### src/rtl/lft_pkg.sv
// Shared types and constants for the learning forwarding table.
// Holds the result action codes and the classifier port codes.
// No dependencies.
package lft_pkg;

   typedef logic [1:0] action_type;
   typedef logic [2:0] class_port_type;
   typedef logic [1:0] router_port_type;

   localparam action_type ACT_ACK     = 2'd0;
   localparam action_type ACT_FORWARD = 2'd1;
   localparam action_type ACT_MISS    = 2'd2;
   localparam action_type ACT_UNKNOWN = 2'd3;

   localparam class_port_type PORT_DATA_0  = 3'd0;
   localparam class_port_type PORT_HELLO_0 = 3'd1;
   localparam class_port_type PORT_DATA_1  = 3'd2;
   localparam class_port_type PORT_HELLO_1 = 3'd3;
   localparam class_port_type PORT_DATA_2  = 3'd4;
   localparam class_port_type PORT_HELLO_2 = 3'd5;

   localparam int REQ_ADDRESS_BITS = 8;

endpackage

### src/rtl/learning_forwarding_table.sv
// Top level of the learning forwarding table: a content-addressed table of
// learned addresses with their next hops, fed by hello and data transactions.
// Depends on lft_pkg.
//
//   channel  direction  handshake            payload
//   req      in         req_valid/req_stall  req_in_port, req_address
//   rsp      out        rsp_valid/rsp_stall  rsp_action, rsp_out_port, rsp_table_full
//
// Each transaction passes through the input register and then the result register,
// and a new one is accepted every cycle unless req_stall is raised; the parallel compare of all entries sets the path.
// Reset empties the table by clearing the fill count, with no clearing pass.
// A stall on the result side holds the input register, which then stalls req.
module learning_forwarding_table #(
   parameter int TABLE_DEPTH = 16,
   parameter int ADDR_BITS   = 8
) (
   input  logic                             clock,
   input  logic                             reset,
   input  logic                             req_valid,
   output logic                             req_stall,
   input  lft_pkg::class_port_type          req_in_port,
   input  logic [lft_pkg::REQ_ADDRESS_BITS-1:0] req_address,
   output logic                             rsp_valid,
   input  logic                             rsp_stall,
   output lft_pkg::action_type              rsp_action,
   output lft_pkg::router_port_type         rsp_out_port,
   output logic                             rsp_table_full
);
   import lft_pkg::*;

   localparam int COUNT_BITS = $clog2(TABLE_DEPTH + 1);
   localparam int IDX_BITS   = (TABLE_DEPTH > 1) ? $clog2(TABLE_DEPTH) : 1;

   logic [ADDR_BITS-1:0]  key_in;
   logic                  s1_valid_ff;
   class_port_type        s1_port_ff;
   logic [ADDR_BITS-1:0]  s1_key_ff;

   logic [ADDR_BITS-1:0]  entry_address_ff [TABLE_DEPTH];
   router_port_type       entry_next_hop_ff [TABLE_DEPTH];
   logic [COUNT_BITS-1:0] entry_count_ff;
   logic [COUNT_BITS-1:0] entry_count_in;

   logic                  rsp_valid_ff;
   action_type            rsp_action_ff;
   router_port_type       rsp_out_port_ff;
   logic                  rsp_table_full_ff;
   action_type            rsp_action_in;
   router_port_type       rsp_out_port_in;
   logic                  rsp_table_full_in;

   logic                  advance;
   logic                  hit;
   router_port_type       hit_hop;
   logic                  is_hello;
   logic                  is_data;
   logic                  has_room;
   logic                  learn;

   generate
      if (ADDR_BITS >= REQ_ADDRESS_BITS) begin : g_key_wide
         assign key_in = ADDR_BITS'(req_address);
      end else begin : g_key_narrow
         assign key_in = req_address[ADDR_BITS-1:0];
      end
   endgenerate

   assign advance   = !rsp_valid_ff || !rsp_stall;
   assign req_stall = s1_valid_ff && !advance;

   always_comb begin
      hit     = 1'b0;
      hit_hop = '0;
      for (int i = 0; i < TABLE_DEPTH; i++) begin
         if ((COUNT_BITS'(i) < entry_count_ff) && (entry_address_ff[i] == s1_key_ff)) begin
            hit     = 1'b1;
            hit_hop = hit_hop | entry_next_hop_ff[i];
         end
      end
   end

   always_comb begin
      is_hello = (s1_port_ff == PORT_HELLO_0) || (s1_port_ff == PORT_HELLO_1) ||
                 (s1_port_ff == PORT_HELLO_2);
      is_data  = (s1_port_ff == PORT_DATA_0) || (s1_port_ff == PORT_DATA_1) ||
                 (s1_port_ff == PORT_DATA_2);
      has_room = entry_count_ff < COUNT_BITS'(TABLE_DEPTH);
      learn    = s1_valid_ff && advance && is_hello && !hit && has_room;
      entry_count_in    = learn ? entry_count_ff + COUNT_BITS'(1) : entry_count_ff;
      rsp_action_in     = ACT_UNKNOWN;
      rsp_out_port_in   = '0;
      rsp_table_full_in = 1'b0;
      if (is_hello) begin
         rsp_action_in     = ACT_ACK;
         rsp_out_port_in   = s1_port_ff[2:1];
         rsp_table_full_in = !hit && !has_room;
      end else if (is_data) begin
         if (hit) begin
            rsp_action_in   = ACT_FORWARD;
            rsp_out_port_in = hit_hop;
         end else begin
            rsp_action_in   = ACT_MISS;
         end
      end
   end

   always_ff @(posedge clock) begin
      if (reset) begin
         s1_valid_ff    <= 1'b0;
         rsp_valid_ff   <= 1'b0;
         entry_count_ff <= '0;
      end else begin
         if (!req_stall) begin
            s1_valid_ff <= req_valid;
         end
         if (advance) begin
            rsp_valid_ff <= s1_valid_ff;
         end
         entry_count_ff <= entry_count_in;
      end
   end

   always_ff @(posedge clock) begin
      if (!req_stall && req_valid) begin
         s1_port_ff <= req_in_port;
         s1_key_ff  <= key_in;
      end
      if (advance && s1_valid_ff) begin
         rsp_action_ff     <= rsp_action_in;
         rsp_out_port_ff   <= rsp_out_port_in;
         rsp_table_full_ff <= rsp_table_full_in;
      end
      if (learn) begin
         entry_address_ff[entry_count_ff[IDX_BITS-1:0]]  <= s1_key_ff;
         entry_next_hop_ff[entry_count_ff[IDX_BITS-1:0]] <= s1_port_ff[2:1];
      end
   end

   assign rsp_valid      = rsp_valid_ff;
   assign rsp_action     = rsp_action_ff;
   assign rsp_out_port   = rsp_out_port_ff;
   assign rsp_table_full = rsp_table_full_ff;

endmodule

### config.mk
export PLATFORM = sky130hd
export DESIGN_NAME = learning_forwarding_table
export DESIGN_NICKNAME = d
export VERILOG_FILES = /design/src/rtl/lft_pkg.sv /design/src/rtl/learning_forwarding_table.sv
export SDC_FILE = /design/constraint.sdc
export NUM_CORES = 1
export LEC_CHECK = 0
export BUFFER_PORTS_ARGS = -buffer_cell sky130_fd_sc_hd__buf_2
export CAP_MARGIN = 20
export CORE_MARGIN = 2
export CORE_UTILIZATION = 40
export DETAILED_ROUTE_END_ITERATION = 10
export SYNTH_ARGS = -nofsm -noshare
export SYNTH_HDL_FRONTEND = slang
export SYNTH_SLANG_ARGS = --single-unit
### constraint.sdc
create_clock -name clock -period 4.95 [get_ports clock]
set_clock_uncertainty 0.2 [all_clocks]
set_input_delay 0.99 -clock clock [delete_from_list [all_inputs] [get_ports clock]]
set_output_delay 0.99 -clock clock [all_outputs]
set_load 0.05 [all_outputs]
* Word-level counts from Yosys, hierarchy flattened
Memories as Yosys holds them, arrays and structs flattened. Index checks and enable logic that the tools add are counted.
Operators by class: $add $sub $neg 1, magnitude comparators 17, eq/ne operators 21, mux-type cells 39, bitwise gates (word level) 15, reduce and logical (&&, ||, !) cells 35
Operators with widths (count):
- 8-bit == test | 16
- 2-bit two-way mux | 21
- 4-bit by 5-bit less-than comparator with 1-bit output (first input constant) | 8
- 2-bit bitwise OR | 15
- 1-bit logical AND | 23
- 3-bit by 5-bit less-than comparator with 1-bit output (first input constant) | 4
- 1-bit two-way mux | 18
- 1-bit by 5-bit less-than comparator with 1-bit output (first input constant) | 2
- 2-bit by 5-bit less-than comparator with 1-bit output (first input constant) | 2
- 3-bit by 2-bit == test with 1-bit output (second input constant) | 2
- 3-bit == test (second input constant) | 2
- 1-bit logical NOT | 6
- 5-bit by 1-bit adder with 5-bit output (second input constant) | 1
- 1-bit logical OR | 5
- 5-bit less-than comparator (second input constant) | 1
- 3-bit by 1-bit == test with 1-bit output (second input constant) | 1
- 3-bit logical NOT | 1
Word-level totals: flip-flop bits (word level) 23, RAM bits 160, output and inout port bits 7, word-level logic and storage cells 138, memories 2
Memories:
- entry_address_ff | words 16, width 8, read ports 16, clocked after memory_dff 0, wr ports 1, RTL line learning_forwarding_table.sv:39 | logic [ADDR_BITS-1:0] entry_address_ff [TABLE_DEPTH];
- entry_next_hop_ff | words 16, width 2, read ports 16, clocked after memory_dff 0, wr ports 1, RTL line learning_forwarding_table.sv:40 | router_port_type entry_next_hop_ff [TABLE_DEPTH];

* Depth between registers and ports, before layout
Gate-level depths: netlist of run 1.
word-level depth 36, depth in mapped cells 10, mapped depth without buffers 7

* Worst setup path before layout of run 1
OpenSTA, ideal clock, no wires.
kind register to register, start point reg s1_key_ff[6], end point mem entry_address_ff[0][0], enable pin, library setup time 0.343 ns, arrival 2.490 ns, setup slack 1.917 ns, cell stages (with the launch flop) 11, buffers on the path 3, clock period less this slack 3.033 ns, cell sequence edfxtp_1 -> buf_4 -> buf_8 -> xnor2_1 -> nand4_1 -> a211oi_1 -> nor4_2 -> nand2_1 -> nor4_4 -> buf_6 -> and3_1
On the way: longest elaborated chain between the ends 23
RTL lines:
- start, declared | RTL line learning_forwarding_table.sv:37 | logic [ADDR_BITS-1:0] s1_key_ff;
- start signal, assigned | RTL line learning_forwarding_table.sv:126 | s1_key_ff <= key_in;
- 8-bit == test | RTL line learning_forwarding_table.sv:75 | if ((COUNT_BITS'(i) < entry_count_ff) && (entry_address_ff[i] == s1_key_ff)) begin
- 1-bit logical AND | RTL line learning_forwarding_table.sv:75
- 1-bit two-way mux (15 in a row) | RTL line learning_forwarding_table.sv:75
- 1-bit two-way mux * | RTL line learning_forwarding_table.sv:75
- 1-bit logical NOT * | RTL line learning_forwarding_table.sv:88 | learn = s1_valid_ff && advance && is_hello && !hit && has_room;
- 1-bit logical AND * (2 in a row) | RTL line learning_forwarding_table.sv:88
- 1-bit two-way mux * | RTL line learning_forwarding_table.sv:133 | if (learn) begin
- 1-bit two-way mux (implied by the code) * | RTL line learning_forwarding_table.sv:134 | entry_address_ff[entry_count_ff[IDX_BITS-1:0]] <= s1_key_ff;
- end, declared | RTL line learning_forwarding_table.sv:39
Every way passes the cells marked *; elsewhere a longest branch is shown, timed or not.

* Worst setup path in the final report of run 1
start point reg entry_count_ff[4], end point mem entry_next_hop_ff[1][0] (netlist bit), enable pin
On the way: longest elaborated chain between the ends 23
RTL lines:
- start, declared | RTL line learning_forwarding_table.sv:41 | logic [COUNT_BITS-1:0] entry_count_ff;
- start signal, assigned | RTL line learning_forwarding_table.sv:119 | entry_count_ff <= entry_count_in;
- 1-bit by 5-bit less-than comparator with 1-bit output | RTL line learning_forwarding_table.sv:75
- 1-bit logical AND | RTL line learning_forwarding_table.sv:75
- 1-bit two-way mux (16 in a row) | RTL line learning_forwarding_table.sv:75
- 1-bit logical NOT | RTL line learning_forwarding_table.sv:88
- 1-bit logical AND | RTL line learning_forwarding_table.sv:88
- 1-bit logical AND * | RTL line learning_forwarding_table.sv:88
- 1-bit two-way mux * | RTL line learning_forwarding_table.sv:133
- 1-bit two-way mux (implied by the code) * | RTL line learning_forwarding_table.sv:135 | entry_next_hop_ff[entry_count_ff[IDX_BITS-1:0]] <= s1_port_ff[2:1];
- end, declared | RTL line learning_forwarding_table.sv:40
Marks and branches as above.

==> results of run 1 <==
## synthesized netlist by cell type (all sizes together) (2+ instances only)
master,number,area share
ha,4,0.0064
xor2,11,0.012
a221oi,2,0.0022
o21a,2,0.0019
nor2b,5,0.0040
and3,17,0.014
o31ai,2,0.0019
nand2,13,0.0063
nor3,10,0.0064
a211oi,3,0.0029
edfxtp,176,0.68
xnor2,117,0.13
a21oi,8,0.0051
inv,5,0.0024
nand4,25,0.020
a31oi,3,0.0024
o21ai,4,0.0026
nor2,9,0.0043
and2,5,0.0042
a22o,2,0.0022
dfxtp,7,0.018
or4,2,0.0019
buf,19,0.025
nand3,7,0.0045
nor4,9,0.013
and4,2,0.0022
a22oi,9,0.0087
mux2,2,0.0029
## area by class of cell
class / count / area [sq um] / area share
timing repair buffer: 32 / 200 / 0.0230
tap: 265 / 332 / 0.0381
multi-input combinational: 283 / 2140 / 0.245
clock buffer: 17 / 425 / 0.0488
sequential: 183 / 5430 / 0.623
clock inverter: 15 / 175 / 0.0201
inverter: 5 / 18.8 / 0.00215
## stage by stage
stage	worst slack, ps	utilization	hold slack (ps)	area, sq um
floorplan	1920	-	250	7800
global placement	1010	0.421	262	8100
detailed placement	1060	0.421	285	8100
CTS	1050	0.452	302	8700
global route	786	0.452	347	8710
finish	1020	0.452	298	8710
## critical path, delay by kind of cell (launching register included)
family,cells,cell delay (ps)
flip-flops,1,540
AO/OA/AOI/OAI,1,310
AND/OR/NAND/NOR,5,2520
## where the power goes
part | internal [uW] | leakage, uW | switching, uW
sequential | 1710 | 0.00165 | 13.4
clock | 796 | 0.000291 | 571
combinational | 54.1 | 0.000761 | 92.1
total | 2560 | 0.00270 | 676
## state kept, by name (all words and copies together), names as in the netlist
register,flops
s1_port_ff,3
rsp_action,2
s1_valid_ff,1
entry_address_ff,128
rsp_out_port,2
rsp_table_full,1
entry_count_ff,5
s1_key_ff,8
rsp_valid,1
entry_next_hop_ff,32
## logic make-up after synthesis
family | share of synthesized area
flip-flops | 0.696
multiplexers | 0.00417
adder cells (fa/ha/maj) | 0.00642
buffers and inverters | 0.0303
AND/OR/NAND/NOR | 0.0826
XOR/XNOR | 0.144
AO/OA/AOI/OAI | 0.0369
## worst paths after layout
check | slack (ps) | cells after the start | start | endpoint
setup / recovery | 1020 | 6 | entry_count_ff[4] | entry_next_hop_ff[1][0]
hold / removal | 300 | 2 | s1_valid_ff | rsp_valid
setup reg to reg | 1020 | 6 | entry_count_ff[4] | entry_next_hop_ff[1][0]
hold reg to reg | 300 | 2 | s1_valid_ff | rsp_valid
## per-layer routing
layer / track usage / vias up / share of wire
li1: - / 1898 / -
met1: 0.220 / 2044 / 0.47
met2: 0.264 / 90 / 0.48
met3: 0.0397 / 20 / 0.039
met4: 0.0511 / 0 / 0.016
met5: 0 / - / 0
==> impl_results.rst, run 1 <==
.. list-table::
   :header-rows: 1

   * - Metric
     - Value
   * - Area of the mapped netlist
     - 7800 sq um
   * - Overall Power
     - roughly 3200 uW
   * - DRT Pass-1 Iters
     - 7
   * - DRC
     - 0
   * - Proportion of register bits with asynchronous set or reset after synthesis
     - 0
   * - Standard cell with the maximum stage delay on the critical path
     - nor4_4
   * - Number of flops mapped to enable cells by yosys
     - around 180
   * - Estimated wirelength of the detail-placed design
     - between 9000 and 10000 um
   * - Detailed Route Iter0 Violations
     - 357
   * - Root buffer cell
     - clkbuf_16
   * - Largest stage delay on the critical path
     - 750 ps
   * - Static power due to leakage
     - 0.00270 uW
   * - Core Area
     - between 15000 and 20000 sq um
   * - Final GP Congestion
     - 0.855
   * - Row count
     - 51
   * - Antenna cell count
     - 0
   * - Total length of routed wires
     - 15600 um
   * - WL/cell
     - 19.5 um
   * - Filler cell count
     - 1729
   * - Transition at the pin with the smallest max-transition slack
     - 920 ps
   * - Number of standard cells in the layout, taps in and fillers out
     - 800
   * - Number of endpoints failing setup at the final stage
     - 0
   * - Arrival time at the worst endpoint
     - ~3800 ps
   * - Aggregate global-route resource usage
     - 0.164
   * - Maximum number of pins on one net before global-route repair
     - 33
   * - Maximum Capacitance Violations
     - 0
   * - Unrepaired setup endpoints after global routing
     - false
   * - Number of I/O port buffers
     - 21
   * - Commonest non-fill, non-tap cells in the layout
     - 176 x edfxtp_1, 117 x xnor2_1, 25 x nand4_1, 21 x buf_2
   * - Max-slew violation count
     - 0
   * - Number of different library cells in the post-synthesis netlist
     - 47
   * - Worst supply voltage drop on vdd
     - about 250 uV
   * - DIE AREA
     - 20600 sq um
   * - Path class of the lowest-slack min-delay path
     - flip-flop to flip-flop
   * - Clock tree from TritonCTS
     - done
   * - Share of the cycle needed by the critical path after routing
     - 0.795
   * - Warning count from the yosys run
     - 0
   * - Most used flip-flop cell after synthesis
     - edfxtp_1
   * - Pwr/cell area
     - approximately 370 nW/um^2
   * - DIE HEIGHT
     - 144 um
   * - Final Hold Vio Count
     - 0
   * - Setup crit start kind
     - flip-flop
   * - Area growth from synthesis to final layout
     - 11.7%
   * - Worst Setup Path Type
     - flip-flop to flip-flop
   * - Remaining antenna violation count
     - 0
   * - Aggregate negative setup slack
     - 0 ps
   * - Upper clock frequency limit
     - 254 MHz
   * - Share of post-route cells with drive strength above 1
     - 0.123
   * - Net count, final
     - 541
   * - Final min period
     - 3930 ps
   * - Ordered cell list for the critical path
     - nor2_1 -> a2111oi_1 -> nor4_1 -> nand2_1 -> nor4_4 -> and3_1
   * - Avg Vias per Cell
     - about 5.1
   * - Syn Nets
     - 511
   * - Number of levels in the clock H-tree
     - 4
   * - Chip width
     - 144 um
   * - Count of buffers added by post-CTS timing repair for setup
     - 0
   * - Number of vias after detailed routing
     - about 4000
   * - Global route overflow
     - 0
   * - Clock-pin slew reported for the worst setup and hold paths after clock tree synthesis
     - roughly 70 ps
   * - Number of top-level design ports
     - 22
   * - Count of cells resized by post-cts repair
     - 0
   * - Clock tree sinks
     - 183
   * - Crit path capture type
     - flip-flop
   * - Global-route wire length before repair
     - 24700 um
   * - Most common cell after layout, fill and taps aside
     - edfxtp_1
   * - CP Data Required Time
     - 4820 ps
   * - Num CTS Buffers
     - 17
   * - Avg Synthesized Cell Area
     - roughly 16 sq um
   * - Sequential-to-total area share from yosys stat
     - 0.696
   * - Starting density of the core
     - 0.405
   * - Clock latency reported for the late side of the worst-skew pair
     - 430 ps
   * - Cell total after placement
     - ~770
   * - Antenna violations before repair
     - 1
   * - Number of cells produced by synthesis
     - 492
   * - Worst slew margin relative to its limit
     - 0.385
   * - Outcome
     - complete, no violations
   * - Top fanout value on the critical path
     - 15
   * - Number of flip-flops and latches in the synthesized netlist
     - approximately 180
   * - Number of hold buffers added after cts
     - 0
   * - Max Buffers Root-to-Sink
     - 2
   * - Vias in the first global route
     - around 4200
(Power assumes the default switching activity.)
==> run 2: changes to the inputs <==
==> constraint.sdc (replaced) <==
create_clock -name clock -period 3.7 [get_ports clock]
set_clock_uncertainty 0.2 [all_clocks]
set_input_delay 0.74 -clock clock [delete_from_list [all_inputs] [get_ports clock]]
set_output_delay 0.74 -clock clock [all_outputs]
set_load 0.05 [all_outputs]
==> run 2 against run 1 <==
Compared with the run above: power up 36%; sequential share of layout area shrank 0.25 points; design area grew 0.40%; die area stayed put; via count shrank 0.59%; flip-flop and latch count is the same; core utilization rose by 0.18 points; combinational power up 35%; global-route usage shrank 0.78 points; maximum frequency is 14% higher; wire length decreased by 3.9%; worst setup slack lost 770 ps; critical endpoint is now entry_address_ff[11][0]; largest power group unchanged.
==> impl_results.rst, run 2 (same netlist as run 1, synthesis figures left out) <==
.. list-table::
   :header-rows: 1

   * - Metric
     - Value
   * - Vias in the first global route
     - 4062 (-3.8%)
   * - Remaining antenna violation count
     - 0 (unchanged)
   * - Worst Reg-to-Reg Cells
     - 6 (unchanged)
   * - Setup slack on the worst flop-to-flop path
     - 250 ps (-770 ps)
   * - Area growth from synthesis to final layout
     - 12.2%
   * - Path class of the lowest-slack min-delay path
     - input port to flip-flop
   * - DIE AREA
     - 20600 sq um (unchanged)
   * - Chip width
     - 144 um (unchanged)
   * - CP Data Required Time
     - 3570 ps (-1250 ps)
   * - Unrepaired setup endpoints after global routing
     - false
   * - DIE HEIGHT
     - 144 um (unchanged)
   * - WL/cell
     - 18.7 um (-4.1%)
   * - Share of the cycle needed by the critical path after routing
     - 0.932 (+0.138)
   * - Ordered cell list for the critical path
     - nor2_2 -> a211oi_1 -> nor4_2 -> nand2_1 -> nor4_4 -> and2_1
   * - Final GP Congestion
     - 0.854 (-0.11%)
   * - Number of vias after detailed routing
     - 4028 (-0.59%)
   * - Final min period
     - 3450 ps (-484 ps)
   * - Estimated wirelength of the detail-placed design
     - 9160 um (-4.4%)
   * - Top fanout value on the critical path
     - 15 (unchanged)
   * - Clock tree from TritonCTS
     - done
   * - Outcome
     - complete, no violations
   * - Number of levels in the clock H-tree
     - 4 (unchanged)
   * - Largest stage delay on the critical path
     - 550 ps (-200 ps)
   * - Worst Hold Depth
     - 1 (-1)
   * - Pwr/cell area
     - 504 nW/um^2 (+36%)
   * - Clock tree sinks
     - 183 (unchanged)
   * - Num CTS Buffers
     - 17 (unchanged)
   * - Most common cell after layout, fill and taps aside
     - edfxtp_1
   * - Worst reg2reg path startpoint
     - entry_count_ff[4]
   * - Endpoint of the lowest-slack register-to-register path
     - entry_address_ff[11][0]
   * - Final Hold Vio Count
     - 0 (unchanged)
   * - Clock latency reported for the late side of the worst-skew pair
     - 420 ps (about the same)
   * - Aggregate negative setup slack
     - 0 ps (unchanged)
   * - Number of endpoints failing setup at the final stage
     - 0 (unchanged)
   * - Hold path startpoint
     - req_address[5]
   * - Root buffer cell
     - clkbuf_16
   * - Maximum Capacitance Violations
     - 0 (unchanged)
   * - Max-slew violation count
     - 0 (unchanged)
   * - Net count, final
     - 543 (+0.37%)
   * - DRC
     - 0 (unchanged)
   * - Upper clock frequency limit
     - 290 MHz (+14%)
   * - Antenna cell count
     - 0 (unchanged)
   * - Cell total after placement
     - 770 (+0.39%)
   * - Maximum number of pins on one net before global-route repair
     - 33 (unchanged)
   * - Number of flip-flops in the largest register
     - 128 (unchanged)
   * - Clock-pin slew reported for the worst setup and hold paths after clock tree synthesis
     - 70 ps (about the same)
   * - Starting density of the core
     - 0.405 (unchanged)
   * - CP Capture Point
     - entry_address_ff[11][0]
   * - Number of standard cells in the layout, taps in and fillers out
     - 802 (+0.25%)
   * - Antenna violations before repair
     - 0 (-1)
   * - Share of post-route cells with drive strength above 1
     - 0.138 (+0.0144)
   * - Max Buffers Root-to-Sink
     - 2 (unchanged)
   * - Static power due to leakage
     - 0.00272 uW (+0.56%)
   * - Count of buffers added by post-CTS timing repair for setup
     - 0 (unchanged)
   * - Commonest non-fill, non-tap cells in the layout
     - 176 x edfxtp_1, 117 x xnor2_1, 25 x nand4_1, 21 x buf_2, 17 x clkbuf_16
   * - Arrival time at the worst endpoint
     - 3320 ps (-490 ps)
   * - Worst slew margin relative to its limit
     - 0.503 (+0.118)
   * - Row count
     - 51 (unchanged)
   * - Avg Vias per Cell
     - 5.02 (-0.84%)
   * - Global route overflow
     - 0 (unchanged)
   * - Transition at the pin with the smallest max-transition slack
     - 744 ps (-176 ps)
   * - Number of top-level design ports
     - 22 (unchanged)
   * - Aggregate global-route resource usage
     - 0.156 (-0.00778)
   * - Detailed Route Iter0 Violations
     - 272 (-24%)
   * - Total length of routed wires
     - 15000 um (-3.9%)
   * - Number of I/O port buffers
     - 21 (unchanged)
   * - Worst Setup Path Type
     - flip-flop to flip-flop
   * - Setup crit start kind
     - flip-flop
   * - DRT Pass-1 Iters
     - 4 (-3)
   * - Worst supply voltage drop on vdd
     - 451 uV (+81%)
   * - Startpoint of the worst setup timing path
     - entry_count_ff[4]
   * - Global-route wire length before repair
     - 23900 um (-3.3%)
   * - Final Util
     - 0.454 (+0.00182)
   * - Core Area
     - 19300 sq um (unchanged)
   * - Crit path capture type
     - flip-flop
   * - Standard cell with the maximum stage delay on the critical path
     - dfxtp_1
run 2: changes by cell type in the layout (fill, tap and decap cells not counted), sizes merged:
cell / delta
buf: +2
bufinv: +1
clkinv: -1
run 2: worst min-delay path by stage:
| stage | endpoint | slack, ps |
|---|---|---|
| 5_1_grt | s1_key_ff[6] | 260 |
| 6_report | s1_key_ff[5] | 280 |
| 3_5_place_dp | rsp_valid | 300 |
| 2_1_floorplan | rsp_valid | 250 |
| 4_1_cts | s1_key_ff[5] | 270 |
| 3_3_place_gp | rsp_valid | 270 |
run 2: layer usage:
layer  part of all wire  global-route usage  up-vias
li1                   -                   -     1908
met1               0.48               0.215     2040
met2               0.48               0.241       70
met3              0.034              0.0410       10
met4             0.0093              0.0501        0
met5                  0                   0        -
run 2: layout make-up:
class,instances,area [sq um]
Tap cell,265,332
Timing Repair Buffer,34,203
Clock buffer,17,425
Fill cell,1721,10500
Sequential cell,183,5430
Inverter,5,18.8
Clock inverter,15,198
Multi-Input combinational cell,283,2150
run 2: repair_timing:
| action | in CTS | in global routing |
|---|---|---|
| gates resized for setup | 1 | 6 |
| hold buffers | 0 | 0 |
| setup endpoints to repair | 84 | 46 |
run 2: critical path, delay by kind of cell (launching register included):
kind | cells | cell delay [ps]
flops | 1 | 550
compound gates | 1 | 230
simple gates | 5 | 2100
run 2: per-stage QoR:
stage | setup slack [ps] | power, uW | cell area, sq um | hold WS, ps
2_1_floorplan | 667 | 2490 | 7800 | 250
3_3_place_gp | -5.68 | 2540 | 8110 | 266
3_5_place_dp | -23.3 | 2540 | 8110 | 301
4_1_cts | 199 | 4430 | 8740 | 268
5_1_grt | 5.04 | 4530 | 8750 | 260
6_report | 250 | 4410 | 8750 | 284
run 2: power breakdown:
part	leakage [uW]	internal (uW)	switching (uW)
Sequential	0.00165	2290	11.2
Clock	0.000300	1140	781
Combinational	0.000767	70.7	126
Total	0.00272	3490	918
